$ cat src/hw/rtl/lsqe_pkg.sv
// Shared types and constants for the line segment quad expander.
// Holds the microcode word layout, step labels and datapath widths.
// No dependencies; compile first.
`default_nettype none

package lsqe_pkg;

  localparam int COORD_W = 18;
  localparam int HW_W    = 16;
  localparam int VNUM_W  = 32;
  localparam int DIFF_W  = COORD_W + 1;
  localparam int SQ_W    = 2 * DIFF_W;
  localparam int ROOT_W  = DIFF_W;
  localparam int QUO_W   = HW_W + 1;
  localparam int NUM_W   = 36;
  localparam int STEP_W  = 4;
  localparam int CNT_W   = 5;

  localparam logic [HW_W-1:0] HW_RESET = 16'd3;

  localparam logic [CNT_W-1:0] SQRT_ITERS = 5'(ROOT_W - 1);
  localparam logic [CNT_W-1:0] DIV_ITERS  = 5'(QUO_W - 1);

  localparam logic [STEP_W-1:0] STEP_WAIT  = 4'd0;
  localparam logic [STEP_W-1:0] STEP_MXX   = 4'd1;
  localparam logic [STEP_W-1:0] STEP_MYY   = 4'd2;
  localparam logic [STEP_W-1:0] STEP_ADD   = 4'd3;
  localparam logic [STEP_W-1:0] STEP_ZCHK  = 4'd4;
  localparam logic [STEP_W-1:0] STEP_SQRT  = 4'd5;
  localparam logic [STEP_W-1:0] STEP_MNX   = 4'd6;
  localparam logic [STEP_W-1:0] STEP_MNY   = 4'd7;
  localparam logic [STEP_W-1:0] STEP_DINIT = 4'd8;
  localparam logic [STEP_W-1:0] STEP_DIV   = 4'd9;
  localparam logic [STEP_W-1:0] STEP_NORM  = 4'd10;
  localparam logic [STEP_W-1:0] STEP_EMIT0 = 4'd11;
  localparam logic [STEP_W-1:0] STEP_EMIT1 = 4'd12;
  localparam logic [STEP_W-1:0] STEP_EMIT2 = 4'd13;
  localparam logic [STEP_W-1:0] STEP_EMIT3 = 4'd14;

  localparam logic [1:0] CORNER_0 = 2'd0;
  localparam logic [1:0] CORNER_1 = 2'd1;
  localparam logic [1:0] CORNER_2 = 2'd2;
  localparam logic [1:0] CORNER_3 = 2'd3;

  localparam logic [2:0] CFG_IDX_HALF_WIDTH = 3'd0;

  typedef enum logic [2:0] {
    MUL_NONE = 3'd0,
    MUL_DXDX = 3'd1,
    MUL_DYDY = 3'd2,
    MUL_DYHW = 3'd3,
    MUL_DXHW = 3'd4
  } lsqe_mul_t;

  typedef enum logic [2:0] {
    COND_NONE   = 3'd0,
    COND_ALWAYS = 3'd1,
    COND_NOACC  = 3'd2,
    COND_ZERO   = 3'd3,
    COND_LOOP   = 3'd4
  } lsqe_cond_t;

  typedef struct packed {
    logic              in_rdy;
    lsqe_mul_t         mul;
    logic              sum_mov;
    logic              sum_add;
    logic              sqrt_init;
    logic              sqrt_step;
    logic              numa_ld;
    logic              div_init;
    logic              div_step;
    logic              norm;
    logic              emit;
    logic [1:0]        corner;
    logic              cnt_ld;
    logic [CNT_W-1:0]  cnt_val;
    lsqe_cond_t        cond;
    logic [STEP_W-1:0] target;
  } lsqe_cw_t;

  typedef struct packed {
    logic accept;
    logic sum_zero;
    logic out_busy;
  } lsqe_stat_t;

endpackage

`default_nettype wire

$ cat src/hw/rtl/lsqe_ifs.sv
// Channel interfaces: segment words in, vertex words out.
// Depends on lsqe_pkg for field widths.
`default_nettype none

interface lsqe_seg_if import lsqe_pkg::*; ();
  logic                      valid;
  logic                      ready;
  logic signed [COORD_W-1:0] start_x;
  logic signed [COORD_W-1:0] start_y;
  logic signed [COORD_W-1:0] end_x;
  logic signed [COORD_W-1:0] end_y;
  logic                      frame_start;

  modport source (output valid, start_x, start_y, end_x, end_y, frame_start, input ready);
  modport sink (input valid, start_x, start_y, end_x, end_y, frame_start, output ready);
endinterface

interface lsqe_vtx_if import lsqe_pkg::*; ();
  logic                      valid;
  logic                      ready;
  logic signed [COORD_W-1:0] vertex_x;
  logic signed [COORD_W-1:0] vertex_y;
  logic                      corner_u;
  logic                      corner_v;
  logic [VNUM_W-1:0]         vertex_number;
  logic                      last_corner;

  modport source (output valid, vertex_x, vertex_y, corner_u, corner_v, vertex_number,
                  last_corner, input ready);
  modport sink (input valid, vertex_x, vertex_y, corner_u, corner_v, vertex_number,
                last_corner, output ready);
endinterface

`default_nettype wire

$ cat src/hw/rtl/lsqe_cfg.sv
// APB-style register port holding the half width register.
// Depends on lsqe_pkg.
`default_nettype none

module lsqe_cfg import lsqe_pkg::*; (
  input  wire logic            clk,
  input  wire logic            rst_n,
  input  wire logic            psel,
  input  wire logic            penable,
  input  wire logic            pwrite,
  input  wire logic [2:0]      paddr,
  input  wire logic [31:0]     pwdata,
  output logic      [31:0]     prdata,
  output logic                 pready,
  output logic      [HW_W-1:0] half_width
);

  logic [HW_W-1:0] hw_r;
  logic [HW_W-1:0] hw_nxt;
  logic            hit;

  assign pready     = 1'b1;
  assign hit        = (paddr == 3'(4 * CFG_IDX_HALF_WIDTH));
  assign half_width = hw_r;

  always_comb begin
    hw_nxt = hw_r;
    if (psel && penable && pwrite && hit) begin
      hw_nxt = pwdata[HW_W-1:0];
    end
  end

  always_comb begin
    prdata = '0;
    if (hit) begin
      prdata = {{(32-HW_W){1'b0}}, hw_r};
    end
  end

  always_ff @(posedge clk) begin
    if (!rst_n) begin
      hw_r <= HW_RESET;
    end else begin
      hw_r <= hw_nxt;
    end
  end

endmodule

`default_nettype wire

$ cat src/hw/rtl/lsqe_urom.sv
// Microcode store: one control word per program step.
// Depends on lsqe_pkg for the word layout and step labels.
`default_nettype none

module lsqe_urom import lsqe_pkg::*; (
  input  wire logic [STEP_W-1:0] pc,
  output lsqe_cw_t               cw
);

  always_comb begin
    cw = '0;
    case (pc)
      STEP_WAIT: begin
        cw.in_rdy = 1'b1;
        cw.cond   = COND_NOACC;
        cw.target = STEP_WAIT;
      end
      STEP_MXX: begin
        cw.mul = MUL_DXDX;
      end
      STEP_MYY: begin
        cw.mul     = MUL_DYDY;
        cw.sum_mov = 1'b1;
      end
      STEP_ADD: begin
        cw.sum_add = 1'b1;
      end
      STEP_ZCHK: begin
        cw.sqrt_init = 1'b1;
        cw.cnt_ld    = 1'b1;
        cw.cnt_val   = SQRT_ITERS;
        cw.cond      = COND_ZERO;
        cw.target    = STEP_WAIT;
      end
      STEP_SQRT: begin
        cw.sqrt_step = 1'b1;
        cw.cond      = COND_LOOP;
        cw.target    = STEP_SQRT;
      end
      STEP_MNX: begin
        cw.mul = MUL_DYHW;
      end
      STEP_MNY: begin
        cw.mul     = MUL_DXHW;
        cw.numa_ld = 1'b1;
      end
      STEP_DINIT: begin
        cw.div_init = 1'b1;
        cw.cnt_ld   = 1'b1;
        cw.cnt_val  = DIV_ITERS;
      end
      STEP_DIV: begin
        cw.div_step = 1'b1;
        cw.cond     = COND_LOOP;
        cw.target   = STEP_DIV;
      end
      STEP_NORM: begin
        cw.norm = 1'b1;
      end
      STEP_EMIT0: begin
        cw.emit   = 1'b1;
        cw.corner = CORNER_0;
      end
      STEP_EMIT1: begin
        cw.emit   = 1'b1;
        cw.corner = CORNER_1;
      end
      STEP_EMIT2: begin
        cw.emit   = 1'b1;
        cw.corner = CORNER_2;
      end
      STEP_EMIT3: begin
        cw.emit   = 1'b1;
        cw.corner = CORNER_3;
        cw.cond   = COND_ALWAYS;
        cw.target = STEP_WAIT;
      end
      default: begin
        cw.cond   = COND_ALWAYS;
        cw.target = STEP_WAIT;
      end
    endcase
  end

endmodule

`default_nettype wire

$ cat src/hw/rtl/lsqe_seq.sv
// Microcode sequencer: step counter, loop counter and conditional jumps.
// Depends on lsqe_pkg; reads control words from lsqe_urom.
`default_nettype none

module lsqe_seq import lsqe_pkg::*; (
  input  wire logic       clk,
  input  wire logic       rst_n,
  input  wire lsqe_stat_t st,
  output lsqe_cw_t        cw,
  output logic            go
);

  logic [STEP_W-1:0] pc_r;
  logic [STEP_W-1:0] pc_nxt;
  logic [CNT_W-1:0]  cnt_r;
  logic [CNT_W-1:0]  cnt_nxt;
  logic              stall;

  lsqe_urom u_urom (
    .pc (pc_r),
    .cw (cw)
  );

  assign stall = cw.emit && st.out_busy;
  assign go    = !stall;

  always_comb begin
    pc_nxt  = pc_r + 4'd1;
    cnt_nxt = cnt_r;
    if (stall) begin
      pc_nxt = pc_r;
    end else begin
      case (cw.cond)
        COND_NONE: begin
          pc_nxt = pc_r + 4'd1;
        end
        COND_ALWAYS: begin
          pc_nxt = cw.target;
        end
        COND_NOACC: begin
          if (!st.accept) begin
            pc_nxt = cw.target;
          end
        end
        COND_ZERO: begin
          if (st.sum_zero) begin
            pc_nxt = cw.target;
          end
        end
        COND_LOOP: begin
          if (cnt_r != '0) begin
            pc_nxt  = cw.target;
            cnt_nxt = cnt_r - 5'd1;
          end
        end
        default: begin
          pc_nxt = STEP_WAIT;
        end
      endcase
      if (cw.cnt_ld) begin
        cnt_nxt = cw.cnt_val;
      end
    end
  end

  always_ff @(posedge clk) begin
    if (!rst_n) begin
      pc_r  <= STEP_WAIT;
      cnt_r <= '0;
    end else begin
      pc_r  <= pc_nxt;
      cnt_r <= cnt_nxt;
    end
  end

endmodule

`default_nettype wire

$ cat src/hw/rtl/lsqe_dp.sv
// Datapath: segment registers, shared multiplier, bit-serial square root,
// two-lane restoring divider, corner adders and the output register.
// Depends on lsqe_pkg and the channel interfaces in lsqe_ifs.
`default_nettype none

module lsqe_dp import lsqe_pkg::*; (
  input  wire logic            clk,
  input  wire logic            rst_n,
  input  wire lsqe_cw_t        cw,
  input  wire logic            go,
  input  wire logic [HW_W-1:0] half_width,
  output lsqe_stat_t           st,
  lsqe_seg_if.sink             in_seg,
  lsqe_vtx_if.source           out_vtx
);

  logic signed [COORD_W-1:0] x0_r, y0_r, x1_r, y1_r;
  logic [DIFF_W-1:0]         adx_r, ady_r;
  logic                      sx_r, sy_r;
  logic signed [DIFF_W-1:0]  dx_in, dy_in;
  logic [SQ_W-1:0]           prod_r, sum_r;
  logic [DIFF_W-1:0]         ma, mb;
  logic [SQ_W-1:0]           rad_r;
  logic [20:0]               rem_r;
  logic [ROOT_W-1:0]         root_r;
  logic [22:0]               rem_sh, trial;
  logic                      sq_ge;
  logic [NUM_W-1:0]          numa_r, na, nb;
  logic [ROOT_W:0]           den;
  logic [19:0]               drem_r [2];
  logic [QUO_W-1:0]          dlo_r [2];
  logic [20:0]               dt [2];
  logic                      dge [2];
  logic signed [COORD_W-1:0] nx_r, ny_r;
  logic [VNUM_W-1:0]         vcnt_r, vcnt_nxt;
  logic                      out_valid_r, out_valid_nxt;
  logic signed [COORD_W-1:0] vx_r, vy_r;
  logic                      u_r, v_r, last_r;
  logic [VNUM_W-1:0]         vnum_r;
  logic                      accept, fire, minus, at_end;
  logic signed [COORD_W-1:0] bx, by;
  logic signed [COORD_W:0]   sxs, sys;
  logic signed [COORD_W-1:0] vx_sat, vy_sat;

  function automatic logic signed [COORD_W-1:0] sat19(input logic signed [COORD_W:0] s);
    logic signed [COORD_W-1:0] r;
    if (s[COORD_W] != s[COORD_W-1]) begin
      r = s[COORD_W] ? {1'b1, {(COORD_W-1){1'b0}}} : {1'b0, {(COORD_W-1){1'b1}}};
    end else begin
      r = s[COORD_W-1:0];
    end
    return r;
  endfunction

  assign in_seg.ready = cw.in_rdy;
  assign accept       = in_seg.valid && cw.in_rdy;
  assign fire         = cw.emit && go;

  assign st.accept   = accept;
  assign st.sum_zero = (sum_r == '0);
  assign st.out_busy = out_valid_r && !out_vtx.ready;

  assign dx_in = {in_seg.end_x[COORD_W-1], in_seg.end_x}
               - {in_seg.start_x[COORD_W-1], in_seg.start_x};
  assign dy_in = {in_seg.end_y[COORD_W-1], in_seg.end_y}
               - {in_seg.start_y[COORD_W-1], in_seg.start_y};

  always_comb begin
    ma = adx_r;
    mb = adx_r;
    case (cw.mul)
      MUL_DXDX: begin
        ma = adx_r;
        mb = adx_r;
      end
      MUL_DYDY: begin
        ma = ady_r;
        mb = ady_r;
      end
      MUL_DYHW: begin
        ma = ady_r;
        mb = {{(DIFF_W-HW_W){1'b0}}, half_width};
      end
      MUL_DXHW: begin
        ma = adx_r;
        mb = {{(DIFF_W-HW_W){1'b0}}, half_width};
      end
      default: begin
        ma = adx_r;
        mb = adx_r;
      end
    endcase
  end

  assign rem_sh = {rem_r, rad_r[SQ_W-1:SQ_W-2]};
  assign trial  = {2'b00, root_r, 2'b01};
  assign sq_ge  = (rem_sh >= trial);

  assign den = {root_r, 1'b0};
  assign na  = numa_r;
  assign nb  = {prod_r[NUM_W-2:0], 1'b0} + {{(NUM_W-ROOT_W){1'b0}}, root_r};

  always_comb begin
    for (int i = 0; i < 2; i++) begin
      dt[i]  = {drem_r[i], dlo_r[i][QUO_W-1]};
      dge[i] = (dt[i] >= {1'b0, den});
    end
  end

  assign at_end = cw.corner[1];
  assign minus  = cw.corner[1] ^ cw.corner[0];
  assign bx     = at_end ? x1_r : x0_r;
  assign by     = at_end ? y1_r : y0_r;
  assign sxs    = minus ? ({bx[COORD_W-1], bx} - {nx_r[COORD_W-1], nx_r})
                        : ({bx[COORD_W-1], bx} + {nx_r[COORD_W-1], nx_r});
  assign sys    = minus ? ({by[COORD_W-1], by} - {ny_r[COORD_W-1], ny_r})
                        : ({by[COORD_W-1], by} + {ny_r[COORD_W-1], ny_r});
  assign vx_sat = sat19(sxs);
  assign vy_sat = sat19(sys);

  always_comb begin
    vcnt_nxt = vcnt_r;
    if (accept && in_seg.frame_start) begin
      vcnt_nxt = '0;
    end else if (fire) begin
      vcnt_nxt = vcnt_r + 32'd1;
    end
  end

  always_comb begin
    out_valid_nxt = out_valid_r;
    if (fire) begin
      out_valid_nxt = 1'b1;
    end else if (out_vtx.ready) begin
      out_valid_nxt = 1'b0;
    end
  end

  always_ff @(posedge clk) begin
    if (!rst_n) begin
      vcnt_r      <= '0;
      out_valid_r <= 1'b0;
    end else begin
      vcnt_r      <= vcnt_nxt;
      out_valid_r <= out_valid_nxt;
    end
  end

  always_ff @(posedge clk) begin
    if (accept) begin
      x0_r  <= in_seg.start_x;
      y0_r  <= in_seg.start_y;
      x1_r  <= in_seg.end_x;
      y1_r  <= in_seg.end_y;
      sx_r  <= dx_in[DIFF_W-1];
      sy_r  <= dy_in[DIFF_W-1];
      adx_r <= dx_in[DIFF_W-1] ? DIFF_W'(-dx_in) : DIFF_W'(dx_in);
      ady_r <= dy_in[DIFF_W-1] ? DIFF_W'(-dy_in) : DIFF_W'(dy_in);
    end
    if (cw.mul != MUL_NONE) begin
      prod_r <= ma * mb;
    end
    if (cw.sum_mov) begin
      sum_r <= prod_r;
    end else if (cw.sum_add) begin
      sum_r <= sum_r + prod_r;
    end
    if (cw.sqrt_init) begin
      rad_r  <= sum_r;
      rem_r  <= '0;
      root_r <= '0;
    end else if (cw.sqrt_step) begin
      rad_r  <= {rad_r[SQ_W-3:0], 2'b00};
      rem_r  <= sq_ge ? 21'(rem_sh - trial) : rem_sh[20:0];
      root_r <= {root_r[ROOT_W-2:0], sq_ge};
    end
    if (cw.numa_ld) begin
      numa_r <= nb;
    end
    if (cw.div_init) begin
      drem_r[0] <= {1'b0, na[NUM_W-1:QUO_W]};
      dlo_r[0]  <= na[QUO_W-1:0];
      drem_r[1] <= {1'b0, nb[NUM_W-1:QUO_W]};
      dlo_r[1]  <= nb[QUO_W-1:0];
    end else if (cw.div_step) begin
      for (int i = 0; i < 2; i++) begin
        drem_r[i] <= dge[i] ? 20'(dt[i] - {1'b0, den}) : dt[i][19:0];
        dlo_r[i]  <= {dlo_r[i][QUO_W-2:0], dge[i]};
      end
    end
    if (cw.norm) begin
      nx_r <= sy_r ? {1'b0, dlo_r[0]} : COORD_W'(0) - {1'b0, dlo_r[0]};
      ny_r <= sx_r ? COORD_W'(0) - {1'b0, dlo_r[1]} : {1'b0, dlo_r[1]};
    end
    if (fire) begin
      vx_r   <= vx_sat;
      vy_r   <= vy_sat;
      u_r    <= minus;
      v_r    <= at_end;
      vnum_r <= vcnt_r;
      last_r <= (cw.corner == CORNER_3);
    end
  end

  assign out_vtx.valid         = out_valid_r;
  assign out_vtx.vertex_x      = vx_r;
  assign out_vtx.vertex_y      = vy_r;
  assign out_vtx.corner_u      = u_r;
  assign out_vtx.corner_v      = v_r;
  assign out_vtx.vertex_number = vnum_r;
  assign out_vtx.last_corner   = last_r;

`ifndef SYNTHESIS
  a_quo_bound: assert property (@(posedge clk) disable iff (!rst_n)
    cw.norm |-> ({1'b0, dlo_r[0]} <= {2'b00, half_width}
              && {1'b0, dlo_r[1]} <= {2'b00, half_width}))
    else $error("normal component exceeds half width");

  a_sqrt_floor: assert property (@(posedge clk) disable iff (!rst_n)
    (cw.mul == MUL_DYHW) |->
      ((40'(root_r) * 40'(root_r) <= 40'(sum_r))
    && ((40'(root_r) + 40'd1) * (40'(root_r) + 40'd1) > 40'(sum_r))))
    else $error("square root result is not the floor root");

  a_no_overwrite: assert property (@(posedge clk) disable iff (!rst_n)
    fire |-> !(out_valid_r && !out_vtx.ready))
    else $error("vertex word overwritten before it was taken");

  a_no_accept_busy: assert property (@(posedge clk) disable iff (!rst_n)
    accept |-> !(cw.emit || cw.div_step || cw.sqrt_step))
    else $error("segment accepted while a segment is in flight");
`endif

endmodule

`default_nettype wire

$ cat src/hw/rtl/line_segment_quad_expander.sv
// Line segment to quad expander: takes one 2-D segment word, emits four
// corner vertex words offset by the half width along the segment normal.
// Depends on lsqe_pkg, lsqe_ifs, lsqe_cfg, lsqe_seq and lsqe_dp.
//
// A segment is accepted, then the squared length is formed from two products
// and their sum and checked for zero, nineteen square root steps run (one
// result bit per cycle), the divides are set up, seventeen divide steps
// produce both normal components at once, the signs are applied and the
// four corners are emitted, one word per cycle while the output side keeps
// up. A zero-length segment emits nothing and returns to waiting after the
// zero check. The microcode sequencer runs one control word per cycle unless
// a stalled output holds the emit step. The last corner waits in the
// output register while the next segment is accepted. half_width is at byte
// address 0 and must only be written while the block is idle.
`default_nettype none

module line_segment_quad_expander import lsqe_pkg::*; (
  input  wire logic        clk,
  input  wire logic        rst_n,
  lsqe_seg_if.sink         in_seg,
  lsqe_vtx_if.source       out_vtx,
  input  wire logic        psel,
  input  wire logic        penable,
  input  wire logic        pwrite,
  input  wire logic [2:0]  paddr,
  input  wire logic [31:0] pwdata,
  output logic      [31:0] prdata,
  output logic             pready
);

  logic [HW_W-1:0] half_width;
  lsqe_cw_t        cw;
  lsqe_stat_t      st;
  logic            go;

  lsqe_cfg u_cfg (
    .clk        (clk),
    .rst_n      (rst_n),
    .psel       (psel),
    .penable    (penable),
    .pwrite     (pwrite),
    .paddr      (paddr),
    .pwdata     (pwdata),
    .prdata     (prdata),
    .pready     (pready),
    .half_width (half_width)
  );

  lsqe_seq u_seq (
    .clk   (clk),
    .rst_n (rst_n),
    .st    (st),
    .cw    (cw),
    .go    (go)
  );

  lsqe_dp u_dp (
    .clk        (clk),
    .rst_n      (rst_n),
    .cw         (cw),
    .go         (go),
    .half_width (half_width),
    .st         (st),
    .in_seg     (in_seg),
    .out_vtx    (out_vtx)
  );

endmodule

`default_nettype wire

$ cat src/flat_wrapper.sv
// flat-port wrapper written by rule: the top's interface ports become plain ports
module line_segment_quad_expander_flat import lsqe_pkg::*;
  (clk, rst_n, psel, penable, pwrite, paddr, pwdata, prdata, pready, in_seg_valid, in_seg_start_x, in_seg_start_y, in_seg_end_x, in_seg_end_y, in_seg_frame_start, in_seg_ready, out_vtx_valid, out_vtx_vertex_x, out_vtx_vertex_y, out_vtx_corner_u, out_vtx_corner_v, out_vtx_vertex_number, out_vtx_last_corner, out_vtx_ready);
  lsqe_seg_if in_seg_i ();
  lsqe_vtx_if out_vtx_i ();
  input  wire logic clk;
  input  wire logic rst_n;
  input  wire logic psel;
  input  wire logic penable;
  input  wire logic pwrite;
  input  wire logic [2:0] paddr;
  input  wire logic [31:0] pwdata;
  output logic      [31:0] prdata;
  output logic pready;
  input wire logic [$bits(in_seg_i.valid)-1:0] in_seg_valid;
  input wire logic [$bits(in_seg_i.start_x)-1:0] in_seg_start_x;
  input wire logic [$bits(in_seg_i.start_y)-1:0] in_seg_start_y;
  input wire logic [$bits(in_seg_i.end_x)-1:0] in_seg_end_x;
  input wire logic [$bits(in_seg_i.end_y)-1:0] in_seg_end_y;
  input wire logic [$bits(in_seg_i.frame_start)-1:0] in_seg_frame_start;
  output wire logic [$bits(in_seg_i.ready)-1:0] in_seg_ready;
  output wire logic [$bits(out_vtx_i.valid)-1:0] out_vtx_valid;
  output wire logic [$bits(out_vtx_i.vertex_x)-1:0] out_vtx_vertex_x;
  output wire logic [$bits(out_vtx_i.vertex_y)-1:0] out_vtx_vertex_y;
  output wire logic [$bits(out_vtx_i.corner_u)-1:0] out_vtx_corner_u;
  output wire logic [$bits(out_vtx_i.corner_v)-1:0] out_vtx_corner_v;
  output wire logic [$bits(out_vtx_i.vertex_number)-1:0] out_vtx_vertex_number;
  output wire logic [$bits(out_vtx_i.last_corner)-1:0] out_vtx_last_corner;
  input wire logic [$bits(out_vtx_i.ready)-1:0] out_vtx_ready;
  assign in_seg_i.valid = in_seg_valid;
  assign in_seg_i.start_x = in_seg_start_x;
  assign in_seg_i.start_y = in_seg_start_y;
  assign in_seg_i.end_x = in_seg_end_x;
  assign in_seg_i.end_y = in_seg_end_y;
  assign in_seg_i.frame_start = in_seg_frame_start;
  assign in_seg_ready = in_seg_i.ready;
  assign out_vtx_valid = out_vtx_i.valid;
  assign out_vtx_vertex_x = out_vtx_i.vertex_x;
  assign out_vtx_vertex_y = out_vtx_i.vertex_y;
  assign out_vtx_corner_u = out_vtx_i.corner_u;
  assign out_vtx_corner_v = out_vtx_i.corner_v;
  assign out_vtx_vertex_number = out_vtx_i.vertex_number;
  assign out_vtx_last_corner = out_vtx_i.last_corner;
  assign out_vtx_i.ready = out_vtx_ready;
  line_segment_quad_expander u_core (.clk(clk), .rst_n(rst_n), .in_seg(in_seg_i), .out_vtx(out_vtx_i), .psel(psel), .penable(penable), .pwrite(pwrite), .paddr(paddr), .pwdata(pwdata), .prdata(prdata), .pready(pready));
endmodule
$ cat config.mk
export PLATFORM = sky130hd
export DESIGN_NAME = line_segment_quad_expander_flat
export DESIGN_NICKNAME = d
export VERILOG_FILES = /design/src/hw/rtl/lsqe_pkg.sv /design/src/hw/rtl/lsqe_ifs.sv /design/src/hw/rtl/lsqe_cfg.sv /design/src/hw/rtl/lsqe_urom.sv /design/src/hw/rtl/lsqe_seq.sv /design/src/hw/rtl/lsqe_dp.sv /design/src/hw/rtl/line_segment_quad_expander.sv /design/src/flat_wrapper.sv
export SDC_FILE = /design/constraint.sdc
export NUM_CORES = 2
export LEC_CHECK = 0
export BUFFER_PORTS_ARGS = -buffer_cell sky130_fd_sc_hd__buf_2
export CAP_MARGIN = 20
export CORE_ASPECT_RATIO = 1.4
export CORE_MARGIN = 2
export CORE_UTILIZATION = 64
export DETAILED_ROUTE_END_ITERATION = 10
export PLACE_DENSITY = 0.86
export SETUP_SLACK_MARGIN = 0.05
export SYNTH_ARGS = -nofsm -noshare
export SYNTH_HDL_FRONTEND = slang
export SYNTH_HIERARCHICAL = 1
export SYNTH_SLANG_ARGS = --single-unit
export TNS_END_PERCENT = 50
$ cat constraint.sdc
create_clock -name clk -period 14.14 [get_ports clk]
set_input_delay 2.121 -clock clk [delete_from_list [all_inputs] [get_ports clk]]
set_output_delay 2.121 -clock clk [all_outputs]
set_load 0.02 [all_outputs]
After elaboration in Yosys (flattened, before gate mapping) --
Memory sizes are Yosys's and may differ from the RTL's. Cells that the tools add are included.
Word-level totals: register bits after elaboration 467, bits in latches 0, memory bits (writable) 74, ROM bits 0, input bits 115, output and inout port bits 106, memories kept 2
Memories:
- u_core.u_dp.drem_r | words 2, width 20, read ports 2, clocked after Yosys merged registers in 0, write ports 2, line lsqe_dp.sv:30 | logic [19:0] drem_r [2];
- u_core.u_dp.dlo_r | words 2, width 17, read ports 2, clocked after Yosys merged registers in 0, write ports 2, line lsqe_dp.sv:31 | logic [QUO_W-1:0] dlo_r [2];
Operators by class: add/sub/neg operators 18, multiply operators 1, div/mod/pow operators 0, magnitude comparators 3, equality and inequality tests 24, shift operators 0, multiplexer cells 53, bitwise gates (word level) 7, reduce and logical (&&, ||, !) cells 26
Operator list (number):
- 2-to-1 mux 38 bit | 4
- 2-to-1 mux 18 bit | 8
- 2-to-1 mux 20 bit | 4
- subtractor 18 x 18 -> 19 bit | 4
- 2-to-1 mux 17 bit | 4
- 2-to-1 mux 19 bit | 3
- greater-or-equal comparator 21 x 20 -> 1 bit | 2
- subtractor 20 bit | 2
- adder 18 x 18 -> 19 bit | 2
- adder 38 bit | 1
- zero test 38 bit | 1
- multiplier 19 x 19 -> 38 bit | 1
- negation 19 bit | 2
- case mux 19 bit (2 select lines) | 1
- adder 36 x 19 -> 36 bit | 1
- subtractor 1 x 17 -> 18 bit, first input constant | 2
- case mux 7 bit (5 select lines) | 1
- adder 32 x 1 -> 32 bit, second input constant | 1
- == test 4 bit, second input constant | 7
- case mux 3 bit (4 select lines) | 2
- greater-or-equal comparator 23 x 21 -> 1 bit | 1
- 2-to-1 mux 21 bit | 1
- subtractor 21 bit | 1
- case mux 4 bit (5 select lines) | 1
- 28 further kinds | 75

Logic depth before layout (Yosys ltp) --
word-level depth 7, mapped depth 34, depth with buffers taken out 30

By module --
Netlist, hierarchy kept.
Modules (own cells, without submodules):
- lsqe_dp | instances 1, cells an instance 4391, area an instance 42876.1 µm², sequential area each 14764.2 µm²
- lsqe_cfg | instances 1, cells an instance 108, area an instance 927.1 µm², sequential area each 320.3 µm²
- lsqe_seq | instances 1, cells an instance 73, area an instance 591.8 µm², sequential area each 180.2 µm²
- lsqe_urom | instances 1, cells an instance 39, area an instance 262.8 µm², sequential area each 0.0 µm²

Least setup slack after synthesis --
Ideal clock, no wire load.
kind reg-to-reg, from register u_core.u_seq.pc_r[0], to register u_core.u_dp.prod_r[36] (data pin), arrival 9624 ps, data required time 13869 ps, path slack 4245 ps, stages on the path, launching flop included 35, buffers on the path 5, clock period less this slack 9895 ps, path through dfxtp_1 buf_4 nand2_1 nor2_1 buf_4 nand2b_1 clkbuf_1 nand2_1 clkbuf_1 o22a_1 o21ai_1 clkbuf_1 nor2_1 fa_1 inv_1 fa_1 inv_1 fa_1 inv_1 fa_1 inv_1 fa_1 inv_1 fa_1 inv_1 ha_1 a21oi_1 o21ai_0 o2bb2ai_1 o311a_1 o211a_1 o311ai_1 a21oi_1 mux2i_1 o2111ai_1
RTL lines:
- start: declaration | line lsqe_seq.sv:13 | logic [STEP_W-1:0] pc_r;
- start signal: assignment | line lsqe_seq.sv:71 | pc_r <= pc_nxt;
- end signal: assignment | line lsqe_dp.sv:161 | prod_r <= ma * mb;
- end: declaration | line lsqe_dp.sv:21 | logic [SQ_W-1:0] prod_r, sum_r;

Worst setup path after layout --
from register u_core.u_seq.pc_r[0], to register u_core.u_dp.prod_r[35] (data pin)
On the way: cells in the longest elaborated chain, start to end 6, elaborated cells between the ends (all ways) 13, those cells by class 1 x mul; 7 x eq/ne; 3 x mux; 2 x reduce/logical
Ends and longest elaborated chain:
- == test 4 x 3 -> 1 bit (tied with other cells) | line lsqe_urom.sv:12 | case (pc)
- case mux 3 bit (4 select lines) (*) | line lsqe_urom.sv:12
- == test 3 bit / == test 3 x 2 -> 1 bit (equally long branches) | line lsqe_dp.sv:71 | case (cw.mul)
- OR reduction 2 bit (no source line)
- case mux 19 bit (2 select lines) / 2-to-1 mux 19 bit (equally long branches) | line lsqe_dp.sv:71
- multiplier 19 x 19 -> 38 bit (*) | line lsqe_dp.sv:161
Every way passes the cells marked *; elsewhere a longest branch is shown, timed or not. A chain may end at the register's enable or synchronous reset.

==> reports/qor.csv <==
stage,metric,value,unit
synth,sequential-to-total area share from yosys stat,34.2,%
timing,"Slew Viols, Final",0,
worst_setup_path,crit end category,flop,
synth,Synth top area share,29.8,%
worst_setup_path,crit path kind,reg -> reg,
floorplanning,die width,227,µm
drt,WL/cell,21.0,µm
floorplanning,FP Rows,114,
cells_and_area,layout cell share with drive strength beyond 1,10.6,%
synth,most instantiated cells after synthesis,"nand2_1 (533), inv_1 (484), nor2_1 (478)",
synth,mapped cell area,44700,µm²
worst_setup_path,crit path launch type,flop,
run_status,outcome,finished clean,
global_route,vias in the first global route,35800,
synth,syn avg cell area,9.69,µm²
timing,Setup TNS Final,0,ns
synth,cell with the most instances after synthesis,nand2_1,
timing,"Hold Vio Cnt, Final",0,
run,max-cap viol count,0,
global_route,first-pass GRT wire length,188,mm
clock_tree,Sink Count,541,
floorplanning,Initial Utilization,64.7,%
synth,async set or reset register ratio after synthesis,0,%
worst_setup_path,WP data required,14.57,ns
timing,final setup fails,0,
synth,"EDFF count, synth",443,
worst_setup_path,critical path's slowest cell,mux2i_1,
timing,Final period util,70.1,%
drt,final WL,120,mm
clock_tree,CTS resizes,0,
synth,synthesized instance count,4611,
worst_setup_path,CP Max Fanout,47,
global_route,largest net degree at the start of global routing,91,
timing,RSZ-0062 raised after global routing,no,
floorplanning,die area,71900,µm²
synth,Yosys reg bits,541,
worst_setup_path,worst reg2reg path depth,29,
clock_tree,CTS tree,built,
timing,Max Freq,101,MHz
synth,Synth area leaders,"edfxtp_1 (30%), fa_1 (13%), ha_1 (8.9%)",
drt,Detailed Routing Iterations Pass 1,6,
worst_setup_path,CP max stage delay,0.80,ns
clock_tree,Worst-path clk slew,0.07,ns
timing,Final min period,9.91,ns
clock_tree,CTS hold repair buffers,0,
worst_setup_path,Worst Path Arrival,10.34,ns
floorplanning,IO Pins,221,
synth,"Top FF cell, synth",edfxtp_1,
timing,clock skew,0.0428,ns
cells_and_area,final net count,5476,
cells_and_area,Synth-to-Final Area Change,8.19,%
drt,post-route ant nets,0,
drt,DRC viols,0,
timing,max_slew headroom,25.8,%
clock_tree,H-tree Lvls,2,
worst_hold_path,hold path cells,0,
global_route,met3 Resource Use GR,5.73,%
place,IO Port Bufs,187,
synth,Ys Warns,6,
drt,DRT iter0 DRCs,3406,
clock_tree,number of setup buffers added after CTS,0,
global_route,met2 Resource Use GR,57.7,%
place,HPWL after detailed placement,90.2,mm
clock_tree,worst-case clock buffer depth,3,
clock_tree,root buffer cell,clkbuf_16,
synth,Netlist cell types,103,
global_route,Global Route Usage Sum,33.9,%
floorplanning,total core area,69000,µm²
timing,Worst-Margin Slew,1.08,ns
synth,"area leader, netlist",edfxtp_1,
floorplanning,die height,317,µm
place,placer congestion estimate,1.01,
drt,drt via density,6.19,
global_route,GR Layer Usage met1,37.1,%
clock_tree,latest clock arrival within the worst-skew pair,0.65,ns
global_route,total gr overflow,0,
drt,Via Count,35400,
global_route,GRT Max-Usage Layer,met2,
clock_tree,CTS buffer count,53,
global_route,antenna violations before repair,4,
worst_hold_path,Worst Hold Class,reg -> reg,
-- layer usage --
metal | part of all wire, % | routed length (µm)
met1 | 34 | 41000
met3 | 7.7 | 9290
met2 | 49 | 58400
met5 | 0.011 | 13
met4 | 9.6 | 11600
-- cell type report --
| class | instances | area [µm²] |
|---|---|---|
| Sequential cell | 541 | 15300 |
| Inverter | 487 | 1830 |
| Clock buffer | 69 | 1470 |
| Fill cell | 5009 | 20700 |
| Antenna cell | 3 | 7.51 |
| Multi-Input combinational cell | 3421 | 26900 |
| Timing Repair Buffer | 242 | 1390 |
| Clock inverter | 28 | 327 |
| Tap cell | 928 | 1160 |
-- registers in the layout, indices dropped and copies added (netlist names), 19 cells and up --
register                           count
u_core/u_dp/dlo_r                     34
u_core/u_dp/rem_r                     21
u_core/u_dp/prod_r                    38
u_core/u_dp/sum_r                     38
u_core/u_dp/ady_r                     19
u_core/u_dp/drem_r                    40
u_core/u_dp/root_r                    19
u_core/u_dp/adx_r                     19
u_core/u_dp/out_vtx.vertex_number     32
u_core/u_dp/na                        36
u_core/u_dp/rad_r                     38
u_core/u_dp/vcnt_r                    32
-- worst max-delay path, delay by kind of cell, from the launching register on --
family / cells / cell delay (ns)
adders and majority gates: 7 / 3.50
and+or+nand+nor: 7 / 1.19
muxes: 1 / 0.80
buffers and inverters: 9 / 1.60
DFF: 1 / 0.70
AOI/OAI and AO/OA: 5 / 1.88
-- through the flow --
step	cells	utilization (%)	setup WS, ns	hold WS, ns	instance area, µm²
5_1_grt	5719	70.0	3.61	0.483	48300
6_report	5719	70.0	4.23	0.464	48300
3_3_place_gp	5612	67.2	4.62	0.437	46400
3_5_place_dp	5615	67.3	4.36	0.452	46400
4_1_cts	5712	69.9	4.29	0.469	48200
2_1_floorplan	4629	-	4.25	0.428	44700
-- path summary, 6_finish.rpt --
kind	start	end	slack (ns)
worst min register to register	u_core/u_dp/vcnt_r[31]	u_core/u_dp/out_vtx.vertex_number[31]	0.46
worst min-delay path	u_core/u_dp/vcnt_r[31]	u_core/u_dp/out_vtx.vertex_number[31]	0.46
worst max-delay path	u_core/u_seq/pc_r[0]	u_core/u_dp/prod_r[35]	4.23
worst max register to register	u_core/u_seq/pc_r[0]	u_core/u_dp/prod_r[35]	4.23
-- kinds of logic (layout without fill, tap and decap cells) --
logic type	after synthesis	in the layout	share of synthesized area (%)
compound gates	806	806	11.6
xor+xnor	328	328	6.45
fa+ha+maj	635	635	22.7
buf+inv	667	826	5.98
flops	541	541	34.2
mux	184	184	4.37
other cells	3	24	0.0252
simple gates	1447	1447	14.7
-- placed cells by master (no fill, tap or decap), drive strengths merged, types with 26 or more instances in the layout --
cell type  instances
a211oi            38
a21o              94
a21oi            206
a31oi             37
and2              36
and3              29
buf              242
clkbuf            69
dfxtp             98
edfxtp           443
fa               296
ha               319
inv              488
mux2              89
mux2i             95
nand2            533
nand2b            46
nand3             58
nand4             37
nor2             479
nor2b             37
nor3              76
o21a              36
o21ai            214
o21bai            26
or3               26
xnor2            204
xor2             124
Power is not shown: default switching activity piles up to over one toggle a cycle in this logic, so the estimate is an artifact.
